File: config.mk
export PLATFORM = sky130hd
export DESIGN_NAME = procedural_texture_pixel_top
export DESIGN_NICKNAME = d
export VERILOG_FILES = /design/src/rtl/ptex_pkg.sv /design/src/rtl/ptex_cfg.sv /design/src/rtl/ptex_chk.sv /design/src/rtl/ptex_ell.sv /design/src/rtl/procedural_texture_pixel_top.sv
export VERILOG_INCLUDE_DIRS = /design/src /design/src/rtl
export SDC_FILE = /design/constraint.sdc
export NUM_CORES = 2
export LEC_CHECK = 0
export ABC_CLOCK_PERIOD_IN_PS = 10700
export BUFFER_PORTS_ARGS = -buffer_cell sky130_fd_sc_hd__buf_2
export CAP_MARGIN = 15
export CORE_ASPECT_RATIO = 1.75
export CORE_MARGIN = 5
export CORE_UTILIZATION = 35
export CTS_CLUSTER_DIAMETER = 100
export DETAILED_ROUTE_END_ITERATION = 10
export PLACE_DENSITY_LB_ADDON = 0.08
export SLEW_MARGIN = 20
export SYNTH_ARGS = -nofsm -noshare
export SYNTH_HDL_FRONTEND = slang
export SYNTH_SLANG_ARGS = --single-unit
File: constraint.sdc
create_clock -name clk -period 10.7 [get_ports clk]
set_input_delay 2.14 -clock clk [delete_from_list [all_inputs] [get_ports clk]]
set_output_delay 2.14 -clock clk [all_outputs]
set_load 0.005 [all_outputs]
File: src/rtl/procedural_texture_pixel_top_macros.svh
// ---------------------------------------------------------------------------
// Assertion macros for the procedural texture pixel block
// Concurrent checks clocked on clk, disabled while rst_n is low.
// ---------------------------------------------------------------------------
`ifndef PROCEDURAL_TEXTURE_PIXEL_TOP_MACROS_SVH
`define PROCEDURAL_TEXTURE_PIXEL_TOP_MACROS_SVH

// overlapping implication
`define PTEX_ASSERT_IMP(label, ante, cons, msg) \
  label: assert property (@(posedge clk) disable iff (!rst_n) (ante) |-> cons) \
    else $error(msg);

// non-overlapping implication
`define PTEX_ASSERT_NXT(label, ante, cons, msg) \
  label: assert property (@(posedge clk) disable iff (!rst_n) (ante) |=> cons) \
    else $error(msg);

`endif

File: src/rtl/ptex_pkg.sv
// ---------------------------------------------------------------------------
// ptex_pkg
// Shared widths, register map, mode codes and colour constants.
// ---------------------------------------------------------------------------
`default_nettype none

package ptex_pkg;

  // field widths
  localparam int PIX_W     = 10;
  localparam int CLR_W     = 8;
  localparam int DIM_REG_W = 11;
  localparam int MODE_W    = 2;

  // register port
  localparam int CFG_AW = 5;
  localparam int CFG_DW = 32;

  localparam int MAX_DIM_DEF = 1024;

  // checker divider: two quotient bits per pipeline stage
  localparam int STEP_BITS = 2;
  localparam int CHK_STG   = PIX_W / STEP_BITS;

  typedef enum logic [MODE_W-1:0] {
    MODE_CHECKER = 2'd0,
    MODE_RECT    = 2'd1,
    MODE_ELLIPSE = 2'd2
  } mode_t;

  typedef enum logic [2:0] {
    REG_MODE   = 3'd0,
    REG_WIDTH  = 3'd1,
    REG_HEIGHT = 3'd2,
    REG_STEPS  = 3'd3,
    REG_RED    = 3'd4,
    REG_GREEN  = 3'd5,
    REG_BLUE   = 3'd6,
    REG_ALPHA  = 3'd7
  } reg_idx_t;

  // reset values
  localparam logic [MODE_W-1:0]    RST_MODE  = MODE_W'(0);
  localparam logic [DIM_REG_W-1:0] RST_DIM   = DIM_REG_W'(64);
  localparam logic [DIM_REG_W-1:0] RST_STEPS = DIM_REG_W'(8);
  localparam logic [CLR_W-1:0]     RST_FILL  = CLR_W'(255);

  // checkerboard colours
  localparam logic [CLR_W-1:0] CLR_ZERO     = CLR_W'(0);
  localparam logic [CLR_W-1:0] CLR_FULL     = CLR_W'(255);
  localparam logic [CLR_W-1:0] CLR_HALF     = CLR_W'(128);

  // mode and fill colour, handed from the register file to the datapath
  typedef struct packed {
    logic [MODE_W-1:0] mode;
    logic [CLR_W-1:0]  red;
    logic [CLR_W-1:0]  green;
    logic [CLR_W-1:0]  blue;
    logic [CLR_W-1:0]  alpha;
  } fill_cfg_t;

endpackage

`default_nettype wire

File: src/rtl/ptex_cfg.sv
// ---------------------------------------------------------------------------
// ptex_cfg
// Register file, cell size divider and ellipse radius products.
// ---------------------------------------------------------------------------
`default_nettype none
`include "procedural_texture_pixel_top_macros.svh"

module ptex_cfg import ptex_pkg::*; #(
  parameter  int MAX_DIM = MAX_DIM_DEF,
  localparam int SW      = $clog2(MAX_DIM + 1),
  localparam int RXW     = SW - 1
) (
  input  wire logic              clk,
  input  wire logic              rst_n,
  input  wire logic              psel,
  input  wire logic              penable,
  input  wire logic              pwrite,
  input  wire logic [CFG_AW-1:0] paddr,
  input  wire logic [CFG_DW-1:0] pwdata,
  output logic      [CFG_DW-1:0] prdata,
  output fill_cfg_t              fill_cfg,
  output logic      [SW-1:0]     cell_w,
  output logic      [SW-1:0]     cell_h,
  output logic      [RXW-1:0]    rad_x,
  output logic      [RXW-1:0]    rad_y,
  output logic      [2*RXW-1:0]  rad_x2,
  output logic      [2*RXW-1:0]  rad_y2,
  output logic      [4*RXW-1:0]  rad_prod,
  output logic                   ell_en,
  output logic                   calc_busy
);

  localparam int CMP_W = (SW > DIM_REG_W) ? SW : DIM_REG_W;
  localparam int CNTW  = $clog2(SW);

  typedef enum logic [1:0] {
    ST_IDLE = 2'b01,
    ST_CALC = 2'b10
  } state_t;

  logic [MODE_W-1:0]    mode_r;
  logic [DIM_REG_W-1:0] width_r, height_r, steps_r;
  logic [CLR_W-1:0]     red_r, green_r, blue_r, alpha_r;

  state_t               state_r;
  logic [CNTW-1:0]      cnt_r;
  logic [DIM_REG_W-1:0] remw_r, remh_r;
  logic [SW-1:0]        qw_r, qh_r;
  logic [SW-1:0]        cell_w_r, cell_h_r;
  logic [2*RXW-1:0]     rad_x2_r, rad_y2_r;
  logic [4*RXW-1:0]     rad_prod_r;

  logic                 wr;
  reg_idx_t             idx;
  logic [CMP_W-1:0]     w_ext, h_ext;
  logic [SW-1:0]        w_sat, h_sat;
  logic [DIM_REG_W-1:0] steps_eff;
  logic [CNTW-1:0]      bit_idx;
  logic [DIM_REG_W:0]   stw, sth;
  logic [SW-1:0]        qw_fin, qh_fin;

  // one restoring division step: returns {quotient bit, new remainder}
  function automatic logic [DIM_REG_W:0] div_step(input logic [DIM_REG_W-1:0] rem,
                                                  input logic                 b,
                                                  input logic [DIM_REG_W-1:0] d);
    logic [DIM_REG_W:0] t;
    logic [DIM_REG_W:0] dd;
    logic [DIM_REG_W:0] diff;
    t  = {rem, b};
    dd = {1'b0, d};
    diff = t - dd;
    if (t >= dd) begin
      div_step = {1'b1, diff[DIM_REG_W-1:0]};
    end else begin
      div_step = {1'b0, t[DIM_REG_W-1:0]};
    end
  endfunction

  assign wr  = psel && penable && pwrite;
  assign idx = reg_idx_t'(paddr[CFG_AW-1:2]);

  // register writes
  always_ff @(posedge clk) begin
    if (!rst_n) begin
      mode_r   <= RST_MODE;
      width_r  <= RST_DIM;
      height_r <= RST_DIM;
      steps_r  <= RST_STEPS;
      red_r    <= RST_FILL;
      green_r  <= RST_FILL;
      blue_r   <= RST_FILL;
      alpha_r  <= RST_FILL;
    end else if (wr) begin
      case (idx)
        REG_MODE:   mode_r   <= pwdata[MODE_W-1:0];
        REG_WIDTH:  width_r  <= pwdata[DIM_REG_W-1:0];
        REG_HEIGHT: height_r <= pwdata[DIM_REG_W-1:0];
        REG_STEPS:  steps_r  <= pwdata[DIM_REG_W-1:0];
        REG_RED:    red_r    <= pwdata[CLR_W-1:0];
        REG_GREEN:  green_r  <= pwdata[CLR_W-1:0];
        REG_BLUE:   blue_r   <= pwdata[CLR_W-1:0];
        REG_ALPHA:  alpha_r  <= pwdata[CLR_W-1:0];
        default: ;
      endcase
    end
  end

  // register reads
  always_comb begin
    case (idx)
      REG_MODE:   prdata = CFG_DW'(mode_r);
      REG_WIDTH:  prdata = CFG_DW'(width_r);
      REG_HEIGHT: prdata = CFG_DW'(height_r);
      REG_STEPS:  prdata = CFG_DW'(steps_r);
      REG_RED:    prdata = CFG_DW'(red_r);
      REG_GREEN:  prdata = CFG_DW'(green_r);
      REG_BLUE:   prdata = CFG_DW'(blue_r);
      REG_ALPHA:  prdata = CFG_DW'(alpha_r);
      default:    prdata = '0;
    endcase
  end

  // saturated frame size
  assign w_ext = CMP_W'(width_r);
  assign h_ext = CMP_W'(height_r);
  assign w_sat = (w_ext > CMP_W'(MAX_DIM)) ? SW'(MAX_DIM) : SW'(w_ext);
  assign h_sat = (h_ext > CMP_W'(MAX_DIM)) ? SW'(MAX_DIM) : SW'(h_ext);

  assign steps_eff = (steps_r == '0) ? DIM_REG_W'(1) : steps_r;

  // cell size divider, one quotient bit per cycle, msb first
  assign bit_idx = CNTW'(SW - 1) - cnt_r;
  assign stw     = div_step(remw_r, w_sat[bit_idx], steps_eff);
  assign sth     = div_step(remh_r, h_sat[bit_idx], steps_eff);
  assign qw_fin  = {qw_r[SW-2:0], stw[DIM_REG_W]};
  assign qh_fin  = {qh_r[SW-2:0], sth[DIM_REG_W]};

  always_ff @(posedge clk) begin
    if (!rst_n || wr) begin
      state_r <= ST_CALC;
      cnt_r   <= '0;
      remw_r  <= '0;
      remh_r  <= '0;
      qw_r    <= '0;
      qh_r    <= '0;
    end else begin
      case (state_r)
        ST_CALC: begin
          remw_r <= stw[DIM_REG_W-1:0];
          remh_r <= sth[DIM_REG_W-1:0];
          qw_r   <= qw_fin;
          qh_r   <= qh_fin;
          cnt_r  <= cnt_r + CNTW'(1);
          if (cnt_r == CNTW'(SW - 1)) begin
            state_r <= ST_IDLE;
          end
        end
        ST_IDLE: ;
        default: state_r <= ST_CALC;
      endcase
    end
  end

  // latch the cell size at the last step, zero forced to one
  always_ff @(posedge clk) begin
    if ((state_r == ST_CALC) && (cnt_r == CNTW'(SW - 1))) begin
      cell_w_r <= (qw_fin == '0) ? SW'(1) : qw_fin;
      cell_h_r <= (qh_fin == '0) ? SW'(1) : qh_fin;
    end
  end

  // radii and their products, settle within the divider run
  assign rad_x = w_sat[SW-1:1];
  assign rad_y = h_sat[SW-1:1];

  always_ff @(posedge clk) begin
    rad_x2_r   <= (2*RXW)'(rad_x) * (2*RXW)'(rad_x);
    rad_y2_r   <= (2*RXW)'(rad_y) * (2*RXW)'(rad_y);
    rad_prod_r <= (4*RXW)'(rad_x2_r) * (4*RXW)'(rad_y2_r);
  end

  assign ell_en    = (rad_x != '0) && (rad_y != '0);
  assign calc_busy = (state_r == ST_CALC) || wr;

  assign fill_cfg = '{mode: mode_r, red: red_r, green: green_r, blue: blue_r, alpha: alpha_r};
  assign cell_w   = cell_w_r;
  assign cell_h   = cell_h_r;
  assign rad_x2   = rad_x2_r;
  assign rad_y2   = rad_y2_r;
  assign rad_prod = rad_prod_r;

  // a completed write always restarts the divider
  `PTEX_ASSERT_NXT(a_wr_recalc, wr, state_r == ST_CALC, "write did not restart divider")
  // divisors handed to the pixel path are never zero once settled
  `PTEX_ASSERT_IMP(a_cell_nz, state_r == ST_IDLE, (cell_w_r != '0) && (cell_h_r != '0), "zero cell size")

endmodule

`default_nettype wire

File: src/rtl/ptex_chk.sv
// ---------------------------------------------------------------------------
// ptex_chk
// Pipelined restoring divider for the checker cell parity of x and y.
// ---------------------------------------------------------------------------
`default_nettype none

module ptex_chk import ptex_pkg::*; #(
  parameter int SW = $clog2(MAX_DIM_DEF + 1)
) (
  input  wire logic             clk,
  input  wire logic [PIX_W-1:0] px,
  input  wire logic [PIX_W-1:0] py,
  input  wire logic [SW-1:0]    cell_w,
  input  wire logic [SW-1:0]    cell_h,
  output logic                  par_eq
);

  localparam int NREG = CHK_STG - 1;

  logic [SW-1:0]    xrem_r [NREG];
  logic [SW-1:0]    yrem_r [NREG];
  logic [PIX_W-1:0] xp_r   [NREG];
  logic [PIX_W-1:0] yp_r   [NREG];
  logic             xq_last, yq_last;

  // one restoring step: returns {quotient bit, new remainder}
  function automatic logic [SW:0] div_step(input logic [SW-1:0] rem,
                                           input logic          b,
                                           input logic [SW-1:0] d);
    logic [SW:0] t;
    logic [SW:0] dd;
    logic [SW:0] diff;
    t    = {rem, b};
    dd   = {1'b0, d};
    diff = t - dd;
    if (t >= dd) begin
      div_step = {1'b1, diff[SW-1:0]};
    end else begin
      div_step = {1'b0, t[SW-1:0]};
    end
  endfunction

  // two quotient bits per stage, msb first
  for (genvar s = 0; s < CHK_STG; s++) begin : g_stg
    logic [SW-1:0]    xin, yin;
    logic [PIX_W-1:0] xpix, ypix;
    logic [SW:0]      xs1, xs2, ys1, ys2;

    if (s == 0) begin : g_first
      assign xin  = '0;
      assign yin  = '0;
      assign xpix = px;
      assign ypix = py;
    end else begin : g_rest
      assign xin  = xrem_r[s-1];
      assign yin  = yrem_r[s-1];
      assign xpix = xp_r[s-1];
      assign ypix = yp_r[s-1];
    end

    assign xs1 = div_step(xin, xpix[PIX_W-1-STEP_BITS*s], cell_w);
    assign xs2 = div_step(xs1[SW-1:0], xpix[PIX_W-2-STEP_BITS*s], cell_w);
    assign ys1 = div_step(yin, ypix[PIX_W-1-STEP_BITS*s], cell_h);
    assign ys2 = div_step(ys1[SW-1:0], ypix[PIX_W-2-STEP_BITS*s], cell_h);

    if (s < NREG) begin : g_reg
      always_ff @(posedge clk) begin
        xrem_r[s] <= xs2[SW-1:0];
        yrem_r[s] <= ys2[SW-1:0];
        xp_r[s]   <= xpix;
        yp_r[s]   <= ypix;
      end
    end else begin : g_last
      // quotient lsb of the final step is the cell parity
      assign xq_last = xs2[SW];
      assign yq_last = ys2[SW];
    end
  end

  assign par_eq = (xq_last == yq_last);

endmodule

`default_nettype wire

File: src/rtl/ptex_ell.sv
// ---------------------------------------------------------------------------
// ptex_ell
// Four-stage pipeline for the integer ellipse inside test.
// ---------------------------------------------------------------------------
`default_nettype none

module ptex_ell import ptex_pkg::*; #(
  parameter int RXW = $clog2(MAX_DIM_DEF + 1) - 1
) (
  input  wire logic             clk,
  input  wire logic [PIX_W-1:0] px,
  input  wire logic [PIX_W-1:0] py,
  input  wire logic [RXW-1:0]   rad_x,
  input  wire logic [RXW-1:0]   rad_y,
  input  wire logic [2*RXW-1:0] rad_x2,
  input  wire logic [2*RXW-1:0] rad_y2,
  input  wire logic [4*RXW-1:0] rad_prod,
  input  wire logic             ell_en,
  output logic                  ell_hit
);

  localparam int DXW = (PIX_W > RXW) ? PIX_W : RXW;
  localparam int TW  = 2*DXW + 2*RXW;

  logic [DXW-1:0]   xe, ye, rxe, rye;
  logic [DXW-1:0]   dx_r, dy_r;
  logic [2*DXW-1:0] dx2_r, dy2_r;
  logic [TW-1:0]    t1_r, t2_r;
  logic [TW:0]      lhs;
  logic             inside_r;

  assign xe  = DXW'(px);
  assign ye  = DXW'(py);
  assign rxe = DXW'(rad_x);
  assign rye = DXW'(rad_y);

  // stage 1: distance from centre
  always_ff @(posedge clk) begin
    dx_r <= (xe >= rxe) ? (xe - rxe) : (rxe - xe);
    dy_r <= (ye >= rye) ? (ye - rye) : (rye - ye);
  end

  // stage 2: squares
  always_ff @(posedge clk) begin
    dx2_r <= (2*DXW)'(dx_r) * (2*DXW)'(dx_r);
    dy2_r <= (2*DXW)'(dy_r) * (2*DXW)'(dy_r);
  end

  // stage 3: cross products with the radius squares
  always_ff @(posedge clk) begin
    t1_r <= TW'(dx2_r) * TW'(rad_y2);
    t2_r <= TW'(dy2_r) * TW'(rad_x2);
  end

  // stage 4: sum and compare
  assign lhs = (TW+1)'(t1_r) + (TW+1)'(t2_r);

  always_ff @(posedge clk) begin
    inside_r <= ell_en && (lhs < (TW+1)'(rad_prod));
  end

  assign ell_hit = inside_r;

endmodule

`default_nettype wire

File: src/rtl/procedural_texture_pixel_top.sv
// ---------------------------------------------------------------------------
// procedural_texture_pixel_top
// Procedural RGBA texture generator: checkerboard, solid fill or ellipse.
//
//   channel   handshake                    payload
//   input     start / busy                 in_pixel_x, in_pixel_y
//   result    out_valid (one-cycle strobe) out_red, out_green, out_blue, out_alpha
//   registers psel/penable/pwrite, pready  paddr, pwdata, prdata
//
// One pixel per clock while busy is low; the strobe rises once its transfer has
// passed the input register, four pipeline registers and the output register,
// with the result valid alongside it. The checker divider (five steps of two
// quotient bits, the last ahead of the output register) and the four-stage
// ellipse multiply path run alongside each other.
// After reset and after every register write busy stays high while the cell
// size divider runs.
// Reset is synchronous, active low; it restores the register defaults.
// The result side has no back-pressure, so the pipeline never stalls.
// ---------------------------------------------------------------------------
`default_nettype none
`include "procedural_texture_pixel_top_macros.svh"

module procedural_texture_pixel_top import ptex_pkg::*; #(
  parameter int MAX_DIM = MAX_DIM_DEF
) (
  input  wire logic              clk,
  input  wire logic              rst_n,
  input  wire logic              start,
  output logic                   busy,
  input  wire logic [PIX_W-1:0]  in_pixel_x,
  input  wire logic [PIX_W-1:0]  in_pixel_y,
  output logic                   out_valid,
  output logic      [CLR_W-1:0]  out_red,
  output logic      [CLR_W-1:0]  out_green,
  output logic      [CLR_W-1:0]  out_blue,
  output logic      [CLR_W-1:0]  out_alpha,
  input  wire logic              psel,
  input  wire logic              penable,
  input  wire logic              pwrite,
  input  wire logic [CFG_AW-1:0] paddr,
  input  wire logic [CFG_DW-1:0] pwdata,
  output logic      [CFG_DW-1:0] prdata,
  output logic                   pready
);

  localparam int SW      = $clog2(MAX_DIM + 1);
  localparam int RXW     = SW - 1;
  localparam int STG     = CHK_STG;
  localparam int ACC_LAT = STG + 1;

  fill_cfg_t        fill_cfg;
  logic [SW-1:0]    cell_w, cell_h;
  logic [RXW-1:0]   rad_x, rad_y;
  logic [2*RXW-1:0] rad_x2, rad_y2;
  logic [4*RXW-1:0] rad_prod;
  logic             ell_en, calc_busy;
  logic             accept;
  logic             par_eq, ell_hit;

  logic [PIX_W-1:0] px_r, py_r;
  logic [STG-1:0]   vld_r;
  logic             out_valid_r;
  logic [CLR_W-1:0] red_r, green_r, blue_r, alpha_r;
  logic [CLR_W-1:0] red_nxt, green_nxt, blue_nxt, alpha_nxt;

  ptex_cfg #(.MAX_DIM(MAX_DIM)) u_cfg (
    .clk       (clk),
    .rst_n     (rst_n),
    .psel      (psel),
    .penable   (penable),
    .pwrite    (pwrite),
    .paddr     (paddr),
    .pwdata    (pwdata),
    .prdata    (prdata),
    .fill_cfg  (fill_cfg),
    .cell_w    (cell_w),
    .cell_h    (cell_h),
    .rad_x     (rad_x),
    .rad_y     (rad_y),
    .rad_x2    (rad_x2),
    .rad_y2    (rad_y2),
    .rad_prod  (rad_prod),
    .ell_en    (ell_en),
    .calc_busy (calc_busy)
  );

  assign pready = 1'b1;
  assign busy   = calc_busy;
  assign accept = start && !calc_busy;

  // input register
  always_ff @(posedge clk) begin
    if (accept) begin
      px_r <= in_pixel_x;
      py_r <= in_pixel_y;
    end
  end

  // valid bits alongside the datapath
  always_ff @(posedge clk) begin
    if (!rst_n) begin
      vld_r       <= '0;
      out_valid_r <= 1'b0;
    end else begin
      vld_r       <= {vld_r[STG-2:0], accept};
      out_valid_r <= vld_r[STG-1];
    end
  end

  ptex_chk #(.SW(SW)) u_chk (
    .clk    (clk),
    .px     (px_r),
    .py     (py_r),
    .cell_w (cell_w),
    .cell_h (cell_h),
    .par_eq (par_eq)
  );

  ptex_ell #(.RXW(RXW)) u_ell (
    .clk      (clk),
    .px       (px_r),
    .py       (py_r),
    .rad_x    (rad_x),
    .rad_y    (rad_y),
    .rad_x2   (rad_x2),
    .rad_y2   (rad_y2),
    .rad_prod (rad_prod),
    .ell_en   (ell_en),
    .ell_hit  (ell_hit)
  );

  // colour select per mode
  always_comb begin
    red_nxt   = CLR_ZERO;
    green_nxt = CLR_ZERO;
    blue_nxt  = CLR_ZERO;
    alpha_nxt = CLR_ZERO;
    case (fill_cfg.mode)
      MODE_CHECKER: begin
        blue_nxt  = par_eq ? CLR_FULL : CLR_ZERO;
        alpha_nxt = par_eq ? CLR_FULL : CLR_HALF;
      end
      MODE_RECT: begin
        red_nxt   = fill_cfg.red;
        green_nxt = fill_cfg.green;
        blue_nxt  = fill_cfg.blue;
        alpha_nxt = fill_cfg.alpha;
      end
      MODE_ELLIPSE: begin
        if (ell_hit) begin
          red_nxt   = fill_cfg.red;
          green_nxt = fill_cfg.green;
          blue_nxt  = fill_cfg.blue;
          alpha_nxt = fill_cfg.alpha;
        end
      end
      default: ;
    endcase
  end

  // output register
  always_ff @(posedge clk) begin
    if (vld_r[STG-1]) begin
      red_r   <= red_nxt;
      green_r <= green_nxt;
      blue_r  <= blue_nxt;
      alpha_r <= alpha_nxt;
    end
  end

  assign out_valid = out_valid_r;
  assign out_red   = red_r;
  assign out_green = green_r;
  assign out_blue  = blue_r;
  assign out_alpha = alpha_r;

  // every transfer yields a strobe after the input, pipeline and output registers
  `PTEX_ASSERT_IMP(a_lat_fwd, accept, ##ACC_LAT out_valid_r, "result missing after transfer")
  // every strobe traces back to a transfer
  `PTEX_ASSERT_IMP(a_lat_back, out_valid_r, $past(accept, ACC_LAT), "result without transfer")

endmodule

`default_nettype wire
# --- Word level (Yosys, flattened, before mapping) ---
# Memory sizes are Yosys's and may differ from the RTL's.
# Cells that the tools add are included.
word_totals:
  memories: 4
  mem_bits_rw: 168
  regBits: 416
  output_inout_bits: 67
  inputBits: 63
  elab_cells: 187
op_classes:
  mul: 7
  n_reduce_logical: 26
  n_bitwise: 1
  n_eq_ne: 14
  addsub: 29
  muxes: 44
  magnitude_cmp: 28
mem_list:
  columns: ["memory", "depth", "width", "rd", "rd_clocked_by_memory_dff", "wr", "line", "source"]
  rows:
  - ["u_chk.xrem_r", 4, 11, 4, 0, 4, "ptex_chk.sv:20", "logic [SW-1:0] xrem_r [NREG];"]
  - ["u_chk.yrem_r", 4, 11, 4, 0, 4, "ptex_chk.sv:21", "logic [SW-1:0] yrem_r [NREG];"]
  - ["u_chk.xp_r", 4, 10, 4, 0, 4, "ptex_chk.sv:22", "logic [PIX_W-1:0] xp_r [NREG];"]
  - ["u_chk.yp_r", 4, 10, 4, 0, 4, "ptex_chk.sv:23", "logic [PIX_W-1:0] yp_r [NREG];"]
ops:
  columns: ["operator", "count"]
  rows:
  - ["one-hot mux 32 bit (8 select lines)", 1]
  - ["greater-or-equal comparator 12 x 11 -> 1 bit", 20]
  - ["two-way mux 11 bit", 21]
  - ["subtractor 11 bit", 20]
  - ["multiplier 20 x 20 -> 40 bit", 3]
  - ["multiplier 10 x 10 -> 20 bit", 4]
  - ["two-way mux 12 bit", 4]
  - ["one-hot mux 8 bit (3 select lines)", 2]
  - ["adder 40 x 40 -> 41 bit", 1]
  - ["less-than comparator 41 x 40 -> 1 bit", 1]
  - ["two-way mux 8 bit", 5]
  - ["subtractor 10 bit", 4]
  - ["zero test 11 bit", 3]
  - ["one-hot mux 8 bit (2 select lines)", 2]
  - ["greater-or-equal comparator 1 x 11 -> 1 bit", 2]
  - ["greater-than comparator 11 bit (second input constant)", 2]
  - ["subtractor 1 x 11 -> 11 bit", 2]
  - ["greater-or-equal comparator 10 bit", 2]
  - ["two-way mux 10 bit", 2]
  - ["nonzero test 10 bit", 2]
  - ["AND reduction 2 bit", 9]
  - ["== test 3 bit (second input constant)", 4]
  - ["binary-select mux 1 bit (select 4 bit)", 2]
  - ["two-way mux 7 bit", 1]
  - ["other kinds (19)", 30]

# --- Longest topological paths before layout ---
# An unclocked memory read counts as a cell.
logic_depth:
  depth_word: 8
  depth_mapped: 27
  depth_no_buf: 25

# --- Cells and area by module ---
# Synthesis repeated with hierarchy kept, for this count alone.
hier_totals:
  cells_unflattened: 8916
  area_unflattened_um2: 80240.7
modules_own_cells:
  columns: ["mod", "n_inst", "cells_per_inst", "seq_area_each_um2", "area_per_inst_um2"]
  rows:
  - ["ptex_ell", 1, 4385, 2782.7, 39051.2]
  - ["ptex_cfg", 1, 2892, 4504.3, 26400.3]
  - ["ptex_chk", 1, 1508, 2562.5, 12558.3]
  - ["procedural_texture_pixel_top", 1, 131, 1681.6, 2230.9]

# --- Worst setup path before layout ---
# OpenSTA, ideal clock, no wires.
synth_timing:
  path_kind: "register to register"
  startpoint: "reg u_cfg.rad_x2_r[11], in the netlist u_cfg.rad_x2[11]"
  endpoint: "reg u_ell.t2_r[36]"
  slack_ns: 3.944
  required_ns: 10.573
  n_path_buf: 2
  setup_time_ns: 0.127
  arrival_time_ns: 6.629
  period_less_slack_ns: 6.756
  path_stages_with_launch: 27
  cell_sequence: "dfxtp_1 > clkbuf_1 > clkbuf_1 > nand2_1 > fa_1 > inv_1 > fa_1 > inv_1 > fa_1 > inv_1 > fa_1 > fa_1 > fa_1 > inv_1 > fa_1 > inv_1 > ha_1 > nand3_1 > nor2_1 > a221oi_1 > o21ai_0 > a221o_1 > a21o_1 > a221o_1 > a2111oi_0 > nor3_1 > xor2_1"
synth_between:
  elab_chain_cells: 1
synth_rtl:
  columns: ["element", "line", "source"]
  rows:
  - ["from (decl)", "ptex_cfg.sv:50", "logic [2*RXW-1:0] rad_x2_r, rad_y2_r;"]
  - ["from (signal assigned)", "ptex_cfg.sv:177", "rad_x2_r <= (2*RXW)'(rad_x) * (2*RXW)'(rad_x);"]
  - ["multiplier 20 x 20 -> 40 bit", "ptex_ell.sv:52", "t2_r <= TW'(dy2_r) * TW'(rad_x2);"]
  - ["to (signal assigned)", "ptex_ell.sv:52", null]
  - ["to (decl)", "ptex_ell.sv:28", "logic [TW-1:0] t1_r, t2_r;"]
# No other way between the ends.
# A chain may end at the register's enable or synchronous reset.

# --- Worst setup path in the final report ---
layout_timing:
  startpoint: "reg u_cfg.rad_y2_r[7], in the netlist u_cfg.rad_y2[7]"
  endpoint: "reg u_ell.t1_r[36]"
layout_between:
  elab_chain_cells: 1
layout_rtl:
  columns: ["element", "line", "source"]
  rows:
  - ["from (decl)", "ptex_cfg.sv:50", null]
  - ["from (signal assigned)", "ptex_cfg.sv:178", "rad_y2_r <= (2*RXW)'(rad_y) * (2*RXW)'(rad_y);"]
  - ["multiplier 20 x 20 -> 40 bit", "ptex_ell.sv:51", "t1_r <= TW'(dx2_r) * TW'(rad_y2);"]
  - ["to (signal assigned)", "ptex_ell.sv:51", null]
  - ["to (decl)", "ptex_ell.sv:28", null]
# No other way between the ends.

==> results by group <==
Yosys
  – Mapped Area: 77980 sq um
  – Asr flop ratio synth: 0
  – Synth unique cells: 84
  – Number of synthesized flops with an enable pin: 74
  – Syn_area_per_cell: 9.015 sq um
  – Top FF cell, synth: dfxtp_1
  – Register area share after synthesis: 0.1474
  – Post-Synth Simple-Gate Area: 0.1611
  – Compound-gate portion of the synthesized area: 0.09802
  – Mux contribution to synthesized area: 0.02076
  – Main combinational cell family by area after synthesis: adder cells
  – Post-synthesis adder-cell area fraction: 0.4482
  – Total of warnings raised by yosys: 0
  – Yosys reg bits: 537
  – Mapped Cells: 8650
  – Synth Area in XOR/XNOR: 0.03583

Hold path
  – Hold Path Depth: 0
  – Hold Startpoint: u_chk.yp_r[0][3]$_DFF_P_
  – Worst Hold Class: register to register
  – Worst Hold End: u_chk.yp_r[1][3]$_DFF_P_

Routing
  – Via count: 57610
  – Final ANT Viol Nets: 0
  – Number of remaining DRC errors: 0
  – Drt wl/cell: 19.44 um
  – Drt via density: 4.977
  – Starting DRT DRC Count: 1856
  – DRT Pass-1 Iters: 5
  – WL final: 225.0 mm

Setup path
  – Crit Path Category: register to register
  – Worst reg2reg path endpoint: u_ell.t1_r[36]$_DFF_P_
  – Worst Path Arrival: 8780 ps
  – Startpoint type of the worst setup path: register
  – Crit. End Element: register
  – Flop2flop setup slack: 2530 ps
  – Required time worst endpoint: 11310 ps
  – Reg2reg start: u_cfg.rad_y2[7]$_DFF_P_
  – Cell depth of the worst flop-to-flop path: 24
  – Critical path peak fanout: 20

STA
  – Final Hold Viols: 0
  – RSZ-0062 raised after global routing: false
  – Fmax: 122.5 MHz
  – Setup TNS: 0 ps
  – Final Skew: 82.12 ps
  – Slew margin rel.: 0.2671
  – Fin crit share: 0.7632
  – Final slew viol count: 0
  – Final Critical Period: 8166 ps
  – Setup Viol. Count Final: 0
  – Worst Tran Pin Value: 1099 ps

Floorplanning
  – Starting Density: 0.3512
  – Die area: 232700 sq um
  – DIE HEIGHT: 634.4 um
  – Die W: 366.8 um
  – Core area: 222100 sq um
  – Site Rows: 229
  – I/O pins: 130

Clocking
  – Clk buf depth: 3
  – Resized cells post-CTS: 0
  – Root buffer cell: clkbuf_16
  – Clock slew at reported path FFs: 70 ps
  – # hold bufs at CTS: 0
  – Worst-Skew Late Latency: 730 ps
  – Setup Fix Bufs, Post-CTS: 0
  – CTS Sinks: 537
  – CTS tree: done
  – H-tree depth: 2
  – Num CTS Buffers: 60

Final layout
  – P&R area growth vs syn: 7.516%
  – Share of cells above drive strength 1: 0.05253
  – Nets: 10830

Global routing
  – GRT Total Usage: 0.1935
  – Largest net degree at the start of global routing: 76
  – Gr ovfl total: 0
  – Vias in the first global route: 63400
  – Initial antenna violation count: 8
  – Global-route wire length before repair: 354.1 mm

Place
  – Dpl hpwl: 180.2 mm
  – GP Congestion: 0.8498
  – Number of port buffers: 84

Run status
  – Status: complete, no violations

Job
  – Number of max-cap violations: 0
area by class of cell:
| type | instances | area [sq um] |
|---|---|---|
| multi-input combinational | 6387 | 59980 |
| clock buffer | 69 | 1555 |
| fill | 22590 | 138200 |
| timing repair buffer | 187 | 1194 |
| inverter | 1456 | 5465 |
| antenna | 6 | 15.01 |
| clock inverter | 45 | 504.2 |
| tap | 2887 | 3612 |
| sequential | 537 | 11510 |
layout by cell type, fill, tap and decap left out, types with 28 or more instances in the layout:
cell type     n
conb_1       92
xor2_1       95
inv_1      1456
or3_1        28
o21ai_0     228
mux2_2       84
a21oi_1     336
o21a_1       65
nand2_1     895
and3_1       48
nor2b_1     100
nand2b_1     40
a211oi_1     42
a31oi_1      31
nor3_1      110
and2_1      762
nand4_1      53
fa_1       1099
a21o_1      130
buf_4       103
xnor2_1     224
mux2i_1      47
edfxtp_1     74
a21boi_0     86
nand3_1      96
nor2_1      312
buf_2        84
ha_1       1035
clkbuf_16    60
dfxtp_1     447
o21bai_1     38
o31ai_1      34
critical path, cell delays in order (launching register included):
cell and delay, ps:
dfxtp_1 1020, buf_4 410, and2_1 180, fa_1 410, inv_1 90, fa_1 450
fa_1 520, inv_1 70, fa_1 550, fa_1 420, fa_1 480, inv_1 50
fa_1 470, inv_1 40, ha_1 330, and3_1 250, and3_1 220, a22o_1 240
nor4_1 570, nor4b_1 180, nor3_2 290, a211oi_1 170, o31ai_1 310, a21oi_1 110
a31oi_1 180
state kept, by name (all words and copies together), names as in the netlist, 20 cells and up:
register	count
u_chk.xp_r	20
u_ell.t2_r	39
u_ell.t1_r	39
u_chk.yrem_r	44
u_chk.yp_r	20
u_cfg.rad_prod	39
u_chk.xrem_r	44
stage by stage:
| step | cells | utilization | hold WS, ps | setup WS, ps | cell area [sq um] |
|---|---|---|---|---|---|
| floorplan | 8740 | - | 309.6 | 3944 | 78320 |
| global placement | 11450 | 0.3681 | 311.0 | 2475 | 81730 |
| detailed placement | 11450 | 0.3681 | 312.1 | 2439 | 81740 |
| CTS | 11570 | 0.3774 | 322.0 | 2409 | 83800 |
| global route | 11570 | 0.3775 | 335.9 | 2119 | 83830 |
| finish | 11570 | 0.3776 | 318.3 | 2534 | 83840 |
Yosys cell counts (40+ instances only):
master,number,area [sq um]
nand2b_1,40,250.2
nor2_1,312,1171
xor2_1,95,832.1
nand2_1,895,3359
fa_1,1099,22000
and2_1,762,4767
nand4_1,53,331.6
inv_1,1456,5465
o21a_1,65,488.0
and3_1,48,300.3
nand3_1,96,480.5
edfxtp_1,74,2222
ha_1,1035,12950
a21o_1,130,975.9
dfxtp_1,463,9269
mux2_2,84,945.9
mux2i_1,47,470.5
clkbuf_1,319,1197
a211oi_1,42,315.3
nor2b_1,103,644.4
o21ai_0,228,1141
xnor2_1,224,1962
a21oi_1,336,1682
nor3_1,111,555.5
a21boi_0,86,645.6
worst max path at each step:
stage,from,endpoint,slack [ps],cells past startpoint
2_1_floorplan,u_cfg.rad_x2[11]$_DFF_P_,u_ell.t2_r[36]$_DFF_P_,3940,26
3_3_place_gp,u_cfg.rad_y2[6]$_DFF_P_,u_ell.t1_r[38]$_DFF_P_,2480,24
3_5_place_dp,u_cfg.rad_y2[6]$_DFF_P_,u_ell.t1_r[36]$_DFF_P_,2440,24
4_1_cts,u_cfg.rad_y2[6]$_DFF_P_,u_ell.t1_r[36]$_DFF_P_,2410,24
5_1_grt,u_cfg.rad_y2[7]$_DFF_P_,u_ell.t1_r[38]$_DFF_P_,2120,24
6_report,u_cfg.rad_y2[7]$_DFF_P_,u_ell.t1_r[36]$_DFF_P_,2530,24
metal layers:
metal | track usage | wire [um] | vias up | part of all wire
li1 | - | - | 27530 | -
met1 | 0.2033 | 84250 | 29110 | 0.37
met2 | 0.4067 | 129600 | 675 | 0.58
met3 | 0.01225 | 4325 | 293 | 0.019
met4 | 0.05438 | 6832 | 2 | 0.030
met5 | 0 | 12 | - | 0.000053
kinds of logic after synthesis:
kind of cell,Yosys count
flops,537
compound gates,1183
other cells,2
buf+inv,1816
simple gates,2519
fa+ha+maj,2134
mux,140
xor+xnor,319
Power is left out: the tool's default activity adds up to more than one toggle a clock period on the data nets, which glitch-free logic cannot reach.
